===== src/rtl/core/tsp_pkg.sv =====
// Package for the closed-tour length and fitness unit.
// Holds payload structs, the controller state type and the command/status structs.
// No dependencies.
package tsp_pkg;

	localparam int unsigned CITY_BITS = 8;
	// Coordinate width, fixed at two 16-bit values per city.
	localparam int unsigned IN_COORD_BITS = 16;
	localparam int unsigned LEN_BITS = 33;
	localparam int unsigned FIT_BITS = 40;
	localparam int unsigned IDX_BITS = 16;
	// Squared distance is below 2^33, shifted by 16 gives a 49-bit radicand.
	localparam int unsigned RAD_BITS = 50;
	localparam int unsigned ROOT_BITS = RAD_BITS / 2;
	// Dividend 2^48, quotient up to 49 bits before saturation.
	localparam int unsigned QUO_BITS = 49;

	localparam logic OP_LOAD = 1'b0;
	localparam logic OP_TOUR = 1'b1;

	typedef struct packed {
		logic                     op;
		logic [CITY_BITS-1:0]     city;
		logic [IN_COORD_BITS-1:0] x_coord;
		logic [IN_COORD_BITS-1:0] y_coord;
		logic                     first_of_population;
		logic                     last_of_tour;
	} in_item_t;

	typedef struct packed {
		logic [LEN_BITS-1:0] tour_length;
		logic [FIT_BITS-1:0] fitness;
		logic [IDX_BITS-1:0] tour_index;
		logic                is_new_best;
	} out_item_t;

	typedef enum logic [3:0] {
		ST_IDLE,
		ST_SETUP,
		ST_READ_A,
		ST_READ_B,
		ST_DIFF,
		ST_SQUARE,
		ST_SQRT_LOAD,
		ST_SQRT,
		ST_ACCUM,
		ST_DIV,
		ST_RESULT
	} state_t;

	// Commands from the controller to the datapath.
	typedef struct packed {
		logic capture;     // register the accepted transaction
		logic tour_setup;  // apply population reset and tour bookkeeping
		logic read_a;      // read store at the edge's first city
		logic read_b;      // read store at the edge's second city
		logic closing;     // the edge in work is the closing edge
		logic diff;
		logic square;
		logic sqrt_start;
		logic sqrt_step;
		logic accum;
		logic div_start;
		logic div_step;
		logic finish;      // write the result register
	} cmd_t;

	// Status from the datapath to the controller.
	typedef struct packed {
		logic is_load;
		logic is_last;
		logic is_start;    // first city of a tour: no edge
		logic sqrt_done;
		logic div_done;
	} status_t;

endpackage


===== src/rtl/core/tsp_ctrl.sv =====
// Controller state machine of the tour length unit.
// Depends on tsp_pkg; commands tsp_datapath, owns both handshakes.
module tsp_ctrl (
	input  logic             clk,
	input  logic             arst_n,
	input  logic             in_valid,
	output logic             in_ready,
	output logic             out_valid,
	input  logic             out_ready,
	input  tsp_pkg::status_t status,
	output tsp_pkg::cmd_t    cmd
);

	tsp_pkg::state_t state_q, state_d;
	logic            closing_q;
	logic            out_valid_q;
	logic            out_free;

	// The result register is free when empty or being drained this cycle.
	assign out_free = !out_valid_q || out_ready;

	// Next-state logic.
	always_comb begin
		state_d = state_q;
		unique case (state_q)
			tsp_pkg::ST_IDLE: begin
				if (in_valid) state_d = tsp_pkg::ST_SETUP;
			end
			tsp_pkg::ST_SETUP: begin
				state_d = status.is_load ? tsp_pkg::ST_IDLE : tsp_pkg::ST_READ_A;
			end
			tsp_pkg::ST_READ_A: begin
				if (status.is_start && !closing_q) begin
					state_d = status.is_last ? tsp_pkg::ST_READ_A : tsp_pkg::ST_IDLE;
				end else state_d = tsp_pkg::ST_READ_B;
			end
			tsp_pkg::ST_READ_B:    state_d = tsp_pkg::ST_DIFF;
			tsp_pkg::ST_DIFF:      state_d = tsp_pkg::ST_SQUARE;
			tsp_pkg::ST_SQUARE:    state_d = tsp_pkg::ST_SQRT_LOAD;
			tsp_pkg::ST_SQRT_LOAD: state_d = tsp_pkg::ST_SQRT;
			tsp_pkg::ST_SQRT: begin
				if (status.sqrt_done) state_d = tsp_pkg::ST_ACCUM;
			end
			tsp_pkg::ST_ACCUM: begin
				if (closing_q) state_d = tsp_pkg::ST_DIV;
				else if (status.is_last) state_d = tsp_pkg::ST_READ_A;
				else state_d = tsp_pkg::ST_IDLE;
			end
			tsp_pkg::ST_DIV: begin
				if (status.div_done) state_d = tsp_pkg::ST_RESULT;
			end
			tsp_pkg::ST_RESULT: begin
				if (out_free) state_d = tsp_pkg::ST_IDLE;
			end
			default: state_d = tsp_pkg::ST_IDLE;
		endcase
	end

	// Command decode.
	always_comb begin
		cmd = '0;
		cmd.closing = closing_q;
		unique case (state_q)
			tsp_pkg::ST_IDLE: begin
				cmd.capture = in_valid;
			end
			// Tour bookkeeping happens once, right after a tour transaction is captured.
			tsp_pkg::ST_SETUP: begin
				cmd.tour_setup = !status.is_load;
			end
			tsp_pkg::ST_READ_A: begin
				cmd.read_a = 1'b1;
			end
			tsp_pkg::ST_READ_B:    cmd.read_b = 1'b1;
			tsp_pkg::ST_DIFF:      cmd.diff = 1'b1;
			tsp_pkg::ST_SQUARE:    cmd.square = 1'b1;
			tsp_pkg::ST_SQRT_LOAD: cmd.sqrt_start = 1'b1;
			tsp_pkg::ST_SQRT:      cmd.sqrt_step = 1'b1;
			tsp_pkg::ST_ACCUM: begin
				cmd.accum = 1'b1;
				cmd.div_start = closing_q;
			end
			tsp_pkg::ST_DIV:    cmd.div_step = 1'b1;
			tsp_pkg::ST_RESULT: cmd.finish = out_free;
			default: cmd = '0;
		endcase
	end

	// State, closing-edge flag and output valid.
	always_ff @(posedge clk or negedge arst_n) begin
		if (!arst_n) begin
			state_q <= tsp_pkg::ST_IDLE;
			closing_q <= 1'b0;
			out_valid_q <= 1'b0;
		end else begin
			state_q <= state_d;
			if (state_q == tsp_pkg::ST_IDLE) closing_q <= 1'b0;
			else if (state_q == tsp_pkg::ST_READ_A && state_d == tsp_pkg::ST_READ_A)
				closing_q <= 1'b1;
			else if (state_q == tsp_pkg::ST_ACCUM && state_d == tsp_pkg::ST_READ_A)
				closing_q <= 1'b1;
			if (cmd.finish) out_valid_q <= 1'b1;
			else if (out_ready) out_valid_q <= 1'b0;
		end
	end

	assign in_ready = state_q == tsp_pkg::ST_IDLE;
	assign out_valid = out_valid_q;

endmodule


===== config.mk =====
export PLATFORM = sky130hd
export DESIGN_NAME = tsp_ctrl
export DESIGN_NICKNAME = d
export VERILOG_FILES = /design/src/rtl/core/tsp_pkg.sv /design/src/rtl/core/tsp_ctrl.sv
export SDC_FILE = /design/constraint.sdc
export NUM_CORES = 1
export LEC_CHECK = 0
export ABC_AREA = 1
export BUFFER_PORTS_ARGS = -buffer_cell sky130_fd_sc_hd__buf_4
export CAP_MARGIN = 0
export CORE_AREA = 3 3 40 42
export DETAILED_ROUTE_END_ITERATION = 7
export DIE_AREA = 0 0 43 45
export GPL_ROUTABILITY_DRIVEN = 0
export PLACE_DENSITY = 0.77
export SETUP_SLACK_MARGIN = 0.15
export SLEW_MARGIN = 15
export SYNTH_ARGS = -nofsm -noshare
export SYNTH_HDL_FRONTEND = slang
export SYNTH_SLANG_ARGS = --single-unit

===== constraint.sdc =====
create_clock -name clk -period 1.4 [get_ports clk]
set_input_delay 0.07 -clock clk [delete_from_list [all_inputs] [get_ports clk]]
set_output_delay 0.07 -clock clk [all_outputs]
set_load 0.005 [all_outputs]

==> impl_results.rst <==
.. list-table::
   :header-rows: 1

   * - Metric
     - Value
   * - TritonCTS clock tree
     - built
   * - Final count of pins violating max slew
     - 0
   * - Net total in the final layout
     - approximately 130
   * - Global router's overall resource usage
     - 0.169
   * - Crit path top cell by count
     - nand2_1
   * - Non-filler cells, final
     - ~130
   * - Number of cells produced by synthesis
     - 84
   * - Number of distinct library cells after synthesis
     - 15
   * - Max-cap check violation count
     - 0
   * - Remaining global-route overflow
     - 0
   * - Total leakage power
     - approximately 0.49 nW
   * - Sum of net half-perimeters after detailed placement
     - approximately 1100 µm
   * - Cells after DPL
     - about 120
   * - Fin Clk Skew
     - about 5 ps
   * - Highest clock frequency the design can meet
     - 739 MHz
   * - Max-slew headroom at the worst pin
     - 0.839
   * - Seq/Total Area, Yosys
     - 0.306
   * - Startpoint class of the critical path
     - register
   * - Final worst path period share
     - 0.967
   * - Areal power density over the cells
     - around 1800 nW/µm²
   * - CP Data Arrival Time
     - between 1500 and 2000 ps
   * - Final setup vio count
     - 0
   * - First-pass iteration count of the detailed router
     - 4
   * - Num CTS Buffers
     - 3
   * - Via count of the first global-routing pass
     - slightly below 600
   * - First-pass GRT wire length
     - around 2400 µm
   * - Width of the die
     - 43 µm
   * - Number of port buffers
     - 23
   * - Clock transition at the registers of the reported paths
     - roughly 50 ps
   * - Number of filler cells placed in the layout
     - 108
   * - Most common cell after layout, fill and taps aside
     - nand2_1
   * - Worst-case hold slack
     - 36.1 ps
   * - WS Path Type
     - reg -> reg
   * - H-Tree Depth
     - 1
   * - Pin count of the biggest net entering global routing
     - 7
   * - Syn-to-layout area delta
     - 70.7%
   * - Data required, critical path
     - approximately 1600 ps
   * - Number of design-rule violations left by the first detailed-router iteration
     - 14
   * - Clock latency on the worst-skew pair
     - ~250 ps
   * - Top-level I/O count
     - 24
   * - Post-synth net total
     - 93
   * - Starting Density
     - 0.382
   * - Cell-by-cell listing of the critical path
     - nor2_4, nand2_1, nand2_1, nand3_2, nand3_2, nand2_1, a21oi_2
   * - Number of endpoints with negative hold slack in the final report
     - 0
   * - Buf+Inv Stages, Crit Path
     - 0
   * - Mean cell area of the mapped netlist
     - about 5.8 µm²
   * - Top library cells by usage in the layout, fill and taps aside
     - 25 x nand2_1, 23 x buf_4, 12 x inv_1
   * - Die boundary height
     - around 45 µm
   * - CP endpoint kind
     - register
   * - Residual antenna-violating net count after detailed routing
     - 0
   * - Antenna violations before repair
     - 0
   * - Ys Warns
     - 0
   * - Slowest cell on crit path
     - dfrtp_2
   * - Max incr delay on CP
     - slightly below 500 ps
   * - Synthesized area
     - approximately 500 µm²
   * - Maximum clock path buffer count
     - 2
   * - Tightest Pin Transition
     - roughly 240 ps
   * - Placement Rows
     - 13
   * - Via density
     - ~5.0
   * - Root cell of the clock tree
     - clkbuf_4
   * - Area of the die
     - slightly below 2000 µm²
   * - Result of the run
     - completed
   * - Std-Cell Core Area
     - 1280 µm²
   * - Average wire per cell in the routed design
     - around 12 µm
   * - Via total after detailed routing
     - 647
   * - CTS sink count
     - 6
   * - Delay-heaviest family, CP
     - simple AND/OR/NAND/NOR gates
   * - Class of the tightest hold or removal check
     - in -> reg
   * - Residual DRC count
     - 0
   * - Period minus WS final
     - about 1400 ps
   * - Synthesis-stage register bit count
     - 6
   * - Max IR drop VDD
     - about 0.92 mV
   * - Setup repair after global routing missed its margin
     - true
   * - Number of antenna diodes
     - 0
   * - Final routed wirelength across all metal layers
     - about 1600 µm
   * - Worst-path fanout max
     - 6
   * - Fraction of layout instances using a drive strength above 1
     - 0.518
-- metrics by stage --
step                      area, µm²  TNS (ps)  setup WS [ps]  total power [W]  utilization
after floorplan                 490         0            202         0.000775            -
after detailed placement        682         0           48.1          0.00105        0.531
after global placement          682         0           64.6          0.00103        0.531
after CTS                       782         0           93.9          0.00136        0.609
final                           837         0           46.3          0.00151        0.651
after global routing            837     -67.3          -61.3          0.00162        0.651
-- path summary, 6_finish.rpt --
path                            depth (start not counted)          to       start  slack (ps)
worst max-delay path                                    7   closing_q  state_q[1]          50
worst min-delay path                                    2   out_valid   out_ready          40
worst max register to register                          7   closing_q  state_q[1]          50
worst min register to register                          2   out_valid   out_valid         560
max in group asynchronous                               2  state_q[2]      arst_n        1110
min in group asynchronous                               2   out_valid      arst_n         160
-- kinds of logic after synthesis --
group / after synthesis / synth area share
AND/OR/NAND/NOR: 56 / 0.508
buffers and inverters: 18 / 0.138
flip-flops: 6 / 0.306
AO/OA/AOI/OAI: 4 / 0.0484
-- registers in the layout, indices dropped and copies added (netlist names) --
signal and cells:
state_q 4, closing_q 1, out_valid 1
-- layout make-up --
class                           instances  area [µm²]  area share
Sequential cell                         6         154       0.184
Inverter                               18        72.6      0.0867
Clock buffer                            3        22.5      0.0269
Timing Repair Buffer                   27         216       0.259
Tap cell                               15        18.8      0.0224
Multi-Input combinational cell         60         353       0.422
-- repair_timing --
item,4_1_cts,5_1_grt
buffers inserted,2,1
resized for setup,19,13
setup endpoints to repair,10,16
hold buffers,1,0
pin swaps,4,3
hold endpoints to repair,6,0
-- synth_stat cells (all sizes together) --
library cell,instances,area (µm²)
nor2,20,90.1
nand2,29,114
nand3,6,40.0
inv,18,67.6
nor3,1,5.00
o21ai,2,10.0
a21oi,2,13.8
dfrtp,6,150
-- metal layers --
metal	wire length, µm	global-route usage
met1	613	0.190
met2	802	0.293
met3	102	0.0199
met4	83	0.127
met5	0	0
-- report_power, final --
group / internal, W / switching (W)
Combinational: 0.000398 / 0.000561
Sequential: 0.000243 / 0.000140
Clock: 0.0000972 / 0.0000663
Total: 0.000738 / 0.000767
Power figures use the tool's default switching activity.
